## src/rtl/lcgskip_pkg.sv

```systemverilog
// ----------------------------------------------------------------------------
// lcgskip_pkg
// Types and constants of the gated Lehmer generator.
// ----------------------------------------------------------------------------
package lcgskip_pkg;

   localparam int STATE_W = 31;
   localparam int SKIP_W  = 16;
   localparam int COUNT_W = 7;
   localparam int VALUE_W = 16;
   localparam int PROD_W  = 46;
   localparam int MULT_W  = 15;

   localparam logic [MULT_W-1:0]  LEHMER_MULT = 15'h41A7;
   localparam logic [STATE_W:0]   LEHMER_MOD  = 32'h7FFF_FFFF;
   localparam logic [VALUE_W-1:0] VALUE_ALIAS = 16'h8000;
   localparam logic [STATE_W-1:0] SEED_RESET  = 31'd1;

   // configuration register indexes
   localparam logic CSR_SEED = 1'b0;
   localparam logic CSR_SKIP = 1'b1;

   typedef enum logic [1:0] {
      ST_IDLE,
      ST_MUL,
      ST_RED
   } state_type;

endpackage

```

## src/rtl/lcgskip_mulmod.sv

```systemverilog
// ----------------------------------------------------------------------------
// lcgskip_mulmod
// Shared multiply unit: registered s*16807, then fold mod 2^31-1.
// ----------------------------------------------------------------------------
module lcgskip_mulmod (
   input  logic                             clock,
   input  logic                             mul_en,
   input  logic [lcgskip_pkg::STATE_W-1:0]  operand,
   output logic [lcgskip_pkg::STATE_W-1:0]  result
);

   logic [lcgskip_pkg::PROD_W-1:0]  product_ff;
   logic [lcgskip_pkg::PROD_W-1:0]  product_in;
   logic [lcgskip_pkg::STATE_W:0]   fold_sum;

   assign product_in = lcgskip_pkg::PROD_W'(operand)
                     * lcgskip_pkg::PROD_W'(lcgskip_pkg::LEHMER_MULT);

   always_ff @(posedge clock) begin
      if (mul_en) begin
         product_ff <= product_in;
      end
   end

   // 2^31 == 1 mod M, so high part adds onto low part; one subtract finishes
   assign fold_sum = {1'b0, product_ff[lcgskip_pkg::STATE_W-1:0]}
                   + (lcgskip_pkg::STATE_W+1)'(product_ff[lcgskip_pkg::PROD_W-1:
                                                          lcgskip_pkg::STATE_W]);

   always_comb begin
      if (fold_sum >= lcgskip_pkg::LEHMER_MOD) begin
         result = lcgskip_pkg::STATE_W'(fold_sum - lcgskip_pkg::LEHMER_MOD);
      end else begin
         result = fold_sum[lcgskip_pkg::STATE_W-1:0];
      end
   end

endmodule

```

## src/rtl/lcg_16807_with_skip_gating.sv

```systemverilog
// ----------------------------------------------------------------------------
// lcg_16807_with_skip_gating
// Minimal standard Lehmer generator with alternating keep/discard runs.
// ----------------------------------------------------------------------------
// First value: the product is registered in ST_MUL, then folded and loaded into
//   the output register in ST_RED once that register has room.
// Each generator step passes ST_MUL then ST_RED through the one shared multiplier;
//   a new request is taken only in ST_IDLE, after the whole batch is done.
// Ready again in the cycle after the last value is loaded into the output register.
// Reset (synchronous): seed 1, skip_len 0, state 1, keep phase, no output.
module lcg_16807_with_skip_gating #(
   parameter int MAX_BATCH = 64
) (
   input  logic        clock,
   input  logic        reset,
   // request
   input  logic        req_tvalid,
   output logic        req_tready,
   input  logic [7:0]  req_tdata,   // [6:0] count, [7] zero fill
   input  logic        req_tuser,   // [0] restart
   // response
   output logic        rsp_tvalid,
   input  logic        rsp_tready,
   output logic [15:0] rsp_tdata,   // [15:0] value
   output logic        rsp_tlast,
   // configuration
   input  logic        csr_we,
   input  logic        csr_index,
   input  logic [30:0] csr_wdata
);

   localparam logic [lcgskip_pkg::COUNT_W-1:0] MaxBatch =
      lcgskip_pkg::COUNT_W'(MAX_BATCH);
   localparam logic [lcgskip_pkg::COUNT_W-1:0] CountOne =
      lcgskip_pkg::COUNT_W'(1);
   localparam logic [lcgskip_pkg::SKIP_W-1:0]  PosOne =
      lcgskip_pkg::SKIP_W'(1);

   lcgskip_pkg::state_type state_ff, state_in;

   logic [lcgskip_pkg::STATE_W-1:0] seed_ff;
   logic [lcgskip_pkg::SKIP_W-1:0]  skip_len_ff;
   logic [lcgskip_pkg::STATE_W-1:0] gen_state_ff;
   logic [lcgskip_pkg::SKIP_W-1:0]  run_pos_ff;
   logic                            discarding_ff;
   logic [lcgskip_pkg::COUNT_W-1:0] remaining_ff;
   logic                            rsp_valid_ff;
   logic [lcgskip_pkg::VALUE_W-1:0] rsp_value_ff;
   logic                            rsp_last_ff;

   logic [lcgskip_pkg::COUNT_W-1:0] want;
   logic [lcgskip_pkg::STATE_W-1:0] next_state;
   logic [lcgskip_pkg::SKIP_W-1:0]  pos_inc;
   logic [lcgskip_pkg::VALUE_W-1:0] value_out;
   logic                            req_fire;
   logic                            keep;
   logic                            out_free;
   logic                            run_end;
   logic                            mul_en;
   logic                            step_fire;

   // ---------------------------------------------------------------------
   // Shared multiply/fold unit: loaded in ST_MUL, result used in ST_RED
   // ---------------------------------------------------------------------
   lcgskip_mulmod u_mulmod (
      .clock   (clock),
      .mul_en  (mul_en),
      .operand (gen_state_ff),
      .result  (next_state)
   );

   // requested count saturates at the batch limit
   assign want = (req_tdata[lcgskip_pkg::COUNT_W-1:0] > MaxBatch)
               ? MaxBatch : req_tdata[lcgskip_pkg::COUNT_W-1:0];

   assign req_fire = req_tvalid && req_tready;
   assign out_free = !rsp_valid_ff || rsp_tready;
   assign keep     = (skip_len_ff == '0) || !discarding_ff;

   // run bookkeeping; a lowered skip_len ends the run at the next step
   assign pos_inc = run_pos_ff + PosOne;
   assign run_end = (pos_inc >= skip_len_ff) || (pos_inc == '0);

   assign value_out = (next_state[lcgskip_pkg::VALUE_W-1:0] == lcgskip_pkg::VALUE_ALIAS)
                    ? '0 : next_state[lcgskip_pkg::VALUE_W-1:0];

   // ---------------------------------------------------------------------
   // Sequencer outputs
   // ---------------------------------------------------------------------
   always_comb begin
      req_tready = 1'b0;
      mul_en     = 1'b0;
      step_fire  = 1'b0;
      case (state_ff)
         lcgskip_pkg::ST_IDLE: begin
            req_tready = 1'b1;
         end
         lcgskip_pkg::ST_MUL: begin
            mul_en = 1'b1;
         end
         lcgskip_pkg::ST_RED: begin
            // a kept step waits for room in the output register
            step_fire = !keep || out_free;
         end
         default: begin
         end
      endcase
   end

   // ---------------------------------------------------------------------
   // Sequencer next state
   // ---------------------------------------------------------------------
   always_comb begin
      state_in = state_ff;
      case (state_ff)
         lcgskip_pkg::ST_IDLE: begin
            if (req_fire && (want != '0)) begin
               state_in = lcgskip_pkg::ST_MUL;
            end
         end
         lcgskip_pkg::ST_MUL: begin
            state_in = lcgskip_pkg::ST_RED;
         end
         lcgskip_pkg::ST_RED: begin
            if (step_fire) begin
               if (keep && (remaining_ff == CountOne)) begin
                  state_in = lcgskip_pkg::ST_IDLE;
               end else begin
                  state_in = lcgskip_pkg::ST_MUL;
               end
            end
         end
         default: begin
            state_in = lcgskip_pkg::ST_IDLE;
         end
      endcase
   end

   // ---------------------------------------------------------------------
   // Control and generator state
   // ---------------------------------------------------------------------
   always_ff @(posedge clock) begin
      if (reset) begin
         state_ff      <= lcgskip_pkg::ST_IDLE;
         seed_ff       <= lcgskip_pkg::SEED_RESET;
         skip_len_ff   <= '0;
         gen_state_ff  <= lcgskip_pkg::SEED_RESET;
         run_pos_ff    <= '0;
         discarding_ff <= 1'b0;
         remaining_ff  <= '0;
         rsp_valid_ff  <= 1'b0;
      end else begin
         state_ff <= state_in;

         if (csr_we) begin
            case (csr_index)
               lcgskip_pkg::CSR_SEED: seed_ff     <= csr_wdata;
               lcgskip_pkg::CSR_SKIP: skip_len_ff <= csr_wdata[lcgskip_pkg::SKIP_W-1:0];
               default: begin
               end
            endcase
         end

         if (req_fire) begin
            remaining_ff <= want;
            if (req_tuser) begin
               gen_state_ff  <= seed_ff;
               run_pos_ff    <= '0;
               discarding_ff <= 1'b0;
            end
         end

         if (step_fire) begin
            gen_state_ff <= next_state;
            if (skip_len_ff != '0) begin
               if (run_end) begin
                  run_pos_ff    <= '0;
                  discarding_ff <= !discarding_ff;
               end else begin
                  run_pos_ff <= pos_inc;
               end
            end
            if (keep) begin
               remaining_ff <= remaining_ff - CountOne;
            end
         end

         if (step_fire && keep) begin
            rsp_valid_ff <= 1'b1;
         end else if (rsp_tready) begin
            rsp_valid_ff <= 1'b0;
         end
      end
   end

   // output payload
   always_ff @(posedge clock) begin
      if (step_fire && keep) begin
         rsp_value_ff <= value_out;
         rsp_last_ff  <= (remaining_ff == CountOne);
      end
   end

   assign rsp_tvalid = rsp_valid_ff;
   assign rsp_tdata  = rsp_value_ff;
   assign rsp_tlast  = rsp_last_ff;

endmodule

```

## config.mk

```make
export PLATFORM = sky130hd
export DESIGN_NAME = lcg_16807_with_skip_gating
export DESIGN_NICKNAME = d
export VERILOG_FILES = /design/src/rtl/lcgskip_pkg.sv /design/src/rtl/lcgskip_mulmod.sv /design/src/rtl/lcg_16807_with_skip_gating.sv
export SDC_FILE = /design/constraint.sdc
export NUM_CORES = 1
export LEC_CHECK = 0
export BUFFER_PORTS_ARGS = -buffer_cell sky130_fd_sc_hd__buf_2
export CORE_AREA = 8 8 168 202
export CTS_CLUSTER_DIAMETER = 60
export DETAILED_ROUTE_END_ITERATION = 8
export DIE_AREA = 0 0 176 210
export HOLD_SLACK_MARGIN = 0.03
export PLACE_DENSITY = 0.79
export SLEW_MARGIN = 10
export SYNTH_ARGS = -nofsm -noshare
export SYNTH_HDL_FRONTEND = slang
export SYNTH_SLANG_ARGS = --single-unit
```

## constraint.sdc

```tcl
create_clock -name clock -period 6.6 [get_ports clock]
set_input_delay 1.98 -clock clock [delete_from_list [all_inputs] [get_ports clock]]
set_output_delay 1.98 -clock clock [all_outputs]
set_load 0.01 [all_outputs]
```

==> flow_metrics.env <==
export IMPL_status="finished clean"
export IMPL_core_mm2=0.03083
export IMPL_syn2layout_area_growth_pct=10.76
export IMPL_p_total_w=0.004124
export IMPL_post_drt_wl_per_cell_um=17.96
export IMPL_boundaryPins=65
export IMPL_start_util_pct=53.78
export IMPL_arrival_ns=6.55
export IMPL_die_w_um=176
export IMPL_post_cts_buffers=0
export IMPL_p_int_w=0.002501
export IMPL_num_vias=13767
export IMPL_drive_gt1_share_pct=10.46
export IMPL_synth_seq_area_share_pct=24.09
export IMPL_nFillCells=2564
export IMPL_dpl_cell_area_mm2=0.01769
export IMPL_synth_area_mm2=0.01658
export IMPL_syn_nets=2274
export IMPL_place_gp_congestion=0.9364
export IMPL_rsz0062_at_grt="no"
export IMPL_cts_tree="done"
export IMPL_h_tree_depth=4
export IMPL_ir_drop_uv=163.9
export IMPL_grt_antenna_before_repair=0
export IMPL_whs_path_depth=2
export IMPL_required_ns=6.79
export IMPL_worst_setup_path_end_kind="flip-flop"
export IMPL_synth_fa_ha_area_share_pct=32.94
export IMPL_drcViolationCount=0
export IMPL_first_global_vias=14042
export IMPL_switching_power_w=0.001623
export IMPL_cts_buffers=17
export IMPL_utilization_pct=59.56
export IMPL_cp_start_kind="flip-flop"
export IMPL_port_buffers=63
export IMPL_synth_edff_count=63
export IMPL_hold_viol=0
export IMPL_synthCells=1872
export IMPL_min_from="seed_ff[19]"
export IMPL_dp_hpwl_um=34740
export IMPL_synth_simple_gate_area_share_pct=13.87
export IMPL_clock_path_buffers=2
export IMPL_avgSynthCellArea_um2=8.855
export IMPL_timing_slew_headroom_pct=38.05
export IMPL_floorplan_rows=71
export IMPL_dieArea_mm2=0.03696
export IMPL_path_max_fanout=5
export IMPL_ff2ff_path_depth=25
export IMPL_fmax_ghz=0.1573
export IMPL_first_pass_iters=9
export IMPL_cts_sinks=168
export IMPL_worstSkewPairLatency_ns=0.45
export IMPL_holdPathEnd="seed_ff[19]"
export IMPL_synth_flop_cell="dfxtp_1"
export IMPL_fp_dieH_um=210
export IMPL_grt_pass1_wl_um=69920
export IMPL_min_period_over_period_pct=96.33
export IMPL_muxShareOfSynthArea_pct=0.06038
export IMPL_period_needed_ns=6.358
export IMPL_design_area_mm2=0.01836
export IMPL_finalMaxSlewViolations=0
export IMPL_worst_slew_pin_transition_ns=0.9293
export IMPL_clkPwrFrac_pct=25.6
export IMPL_ant_nets=0
export IMPL_synthXorXnorAreaFrac_pct=4.634
export IMPL_insertedDiodeCount=0
export IMPL_p_sw_share_pct=39.36
export IMPL_min_path_type="reg2reg"
export IMPL_cts_root_buf="clkbuf_16"
export IMPL_clock_skew_final_ns=0.01165
export IMPL_p_seq_share_pct=30.6
export IMPL_cap_violations=0
export IMPL_rrSetupSlack_ns=0.24
export IMPL_synth_seq_cells=168
export IMPL_nets=2368
export IMPL_worst_setup_path_type="reg2reg"
export IMPL_synth_compound_area_share_pct=15.14
export IMPL_drt_wl_total_um=42740
export IMPL_yosys_warnings=0
export IMPL_grt_overflow_total=0
export IMPL_grt_max_degree=86
export IMPL_via_per_inst=5.784
export IMPL_synth_top_family_by_area="adder cells"
export IMPL_grtUsageTotal_pct=23.42
export IMPL_p_per_area_mw_per_mm2=224.6
export IMPL_finalSetupViolations=0
export IMPL_worstReg2RegEnd="u_mulmod.product_ff[42]"
export IMPL_async_flop_share_pct=0
export IMPL_p_leak_nw=9.097
export IMPL_clkTransAtPathRegs_ns=0.07
export IMPL_drtIter0Drc=1022
export IMPL_p_comb_share_pct=43.9
export IMPL_synth_cell_types=81
export IMPL_r2r_start="gen_state_ff[15]"
## power groups by stage
| stage | clock network [W] | registers (W) | logic, W |
|---|---|---|---|
| 2_1_floorplan | 0 | 0.00127 | 0.00122 |
| 3_3_place_gp | 0 | 0.00128 | 0.00170 |
| 3_5_place_dp | 0 | 0.00128 | 0.00176 |
| 4_1_cts | 0.00107 | 0.00126 | 0.00179 |
| 5_1_grt | 0.00110 | 0.00127 | 0.00201 |
| 6_report | 0.00105 | 0.00126 | 0.00181 |
## critical path, cell delays in order, from the launching register on
cell and delay (ns):
dfxtp_1 0.33, inv_1 0.15, fa_1 0.56, inv_1 0.04, ha_1 0.26, inv_1 0.05
fa_1 0.52, inv_1 0.07, fa_1 0.48, fa_1 0.57, inv_1 0.06, fa_1 0.54
inv_1 0.05, ha_1 0.30, buf_4 0.16, a21o_1 0.15, a21o_1 0.18, a21oi_2 0.16
a31oi_1 0.10, buf_4 0.16, o21ai_4 0.17, a22oi_2 0.09, o2111ai_2 0.24, a21boi_2 0.12
or4b_1 0.47, o211a_1 0.12
## how the worst max path moves through the flow
stage	start	end	slack, ns	cells after the start
after global routing	gen_state_ff[13]	u_mulmod.product_ff[45]	0.001	25
after global placement	gen_state_ff[15]	u_mulmod.product_ff[42]	0.09	25
final	gen_state_ff[15]	u_mulmod.product_ff[42]	0.24	25
after CTS	gen_state_ff[15]	u_mulmod.product_ff[42]	0.08	25
after detailed placement	gen_state_ff[15]	u_mulmod.product_ff[42]	-0.06	25
after floorplan	gen_state_ff[16]	u_mulmod.product_ff[40]	0.60	24
## layout make-up
cell class | instances | area (um^2) | share of cell area (%)
clock inverter | 13 | 155.1 | 0.8450
tap | 401 | 501.7 | 2.733
inverter | 350 | 1314 | 7.155
timing repair buffer | 130 | 818.3 | 4.457
clock buffer | 19 | 464.2 | 2.528
sequential | 168 | 3994 | 21.75
multi-input combinational | 1299 | 11110 | 60.53
## state kept, by name (all words and copies together), names as in the netlist
register and count:
state_ff 2, rsp_tvalid 1, discarding_ff 1, rsp_tlast 1, u_mulmod.product_ff 46, gen_state_ff 31, run_pos_ff 16, rsp_tdata 16
remaining_ff 7, skip_len_ff 16, seed_ff 31
## stage by stage
stage                     setup TNS, ns  setup WS [ns]  hold slack (ns)  std cells
after floorplan                       0         0.5978           0.4366       1872
after global placement                0        0.09147           0.4445       2348
after detailed placement       -0.05981       -0.05981           0.4471       2348
after CTS                             0        0.07780           0.4590       2380
after global routing                  0       0.001199           0.4851       2380
final                                 0         0.2424           0.4607       2380
## Yosys cell counts, types with 3 or more instances
| library cell | count | area share (%) |
|---|---|---|
| o21ai_0 | 36 | 1.1 |
| nor4_1 | 13 | 0.49 |
| o211ai_1 | 11 | 0.50 |
| a311oi_1 | 4 | 0.21 |
| a41oi_1 | 3 | 0.16 |
| nand2b_1 | 9 | 0.34 |
| edfxtp_1 | 63 | 11 |
| nand3_1 | 54 | 1.6 |
| a221oi_1 | 3 | 0.16 |
| a22oi_1 | 3 | 0.14 |
| or4_1 | 5 | 0.23 |
| a21oi_1 | 131 | 4.0 |
| a211oi_1 | 24 | 1.1 |
| nand2_1 | 209 | 4.7 |
| xnor2_1 | 49 | 2.6 |
| fa_1 | 134 | 16 |
| o21a_1 | 9 | 0.41 |
| a31o_2 | 6 | 0.32 |
| nor3_1 | 21 | 0.63 |
| buf_2 | 4 | 0.12 |
| clkbuf_1 | 47 | 1.1 |
| ha_1 | 222 | 17 |
| xor2_1 | 35 | 1.8 |
| nand3b_1 | 4 | 0.18 |
| nor3b_1 | 4 | 0.18 |
| and3_1 | 16 | 0.60 |
| o31ai_1 | 8 | 0.36 |
| a222oi_1 | 3 | 0.18 |
| inv_1 | 348 | 7.9 |
| o21bai_1 | 10 | 0.45 |
| o211a_1 | 11 | 0.66 |
| a21o_1 | 40 | 1.8 |
| o21ai_1 | 10 | 0.30 |
| and4_1 | 7 | 0.37 |
| or3_1 | 9 | 0.34 |
| o2111ai_1 | 5 | 0.26 |
| a211o_1 | 4 | 0.21 |
| nand4_1 | 8 | 0.30 |
| a31oi_1 | 25 | 0.94 |
| and2_1 | 12 | 0.45 |
| nor2_1 | 78 | 1.8 |
| nor2b_1 | 11 | 0.42 |
| dfxtp_1 | 105 | 13 |
| or2_2 | 6 | 0.23 |
## logic make-up (layout without fill, tap and decap cells)
group / after synthesis / count (layout)
buffers and inverters: 405 / 512
AO/OA/AOI/OAI: 374 / 374
XOR/XNOR: 86 / 86
adder cells (fa/ha/maj): 356 / 356
flip-flops: 168 / 168
AND/OR/NAND/NOR: 482 / 482
multiplexers: 1 / 1
## cell usage in the layout, fill, tap and decap left out, types with 18 or more instances in the layout
| cell type | instances |
|---|---|
| nand3_1 | 54 |
| a31oi_1 | 25 |
| clkbuf_16 | 18 |
| nor2_1 | 78 |
| xor2_1 | 35 |
| a21oi_1 | 126 |
| buf_4 | 67 |
| a21o_1 | 40 |
| edfxtp_1 | 63 |
| xnor2_1 | 49 |
| a211oi_1 | 23 |
| inv_1 | 348 |
| o21ai_0 | 35 |
| nor3_1 | 21 |
| nand2_1 | 209 |
| dfxtp_1 | 105 |
| ha_1 | 222 |
| buf_2 | 63 |
| fa_1 | 134 |
## routing by layer
layer | routed length [um] | vias to the layer above | GRT usage [%] | share of wire, %
met5 | 0 | - | 0 | 0
met4 | 1850 | 0 | 10.42 | 4.3
met3 | 2891 | 127 | 4.743 | 6.8
met2 | 21000 | 514 | 41.05 | 49
met1 | 17000 | 6655 | 27.25 | 40
li1 | - | 6471 | - | -
## timing repair
action	in CTS	in global routing
pin swaps	0	2
gates resized for setup	2	11
setup endpoints to repair	3	8
hold endpoints to repair	0	0
hold buffers	0	0
(Power assumes the default switching activity.)
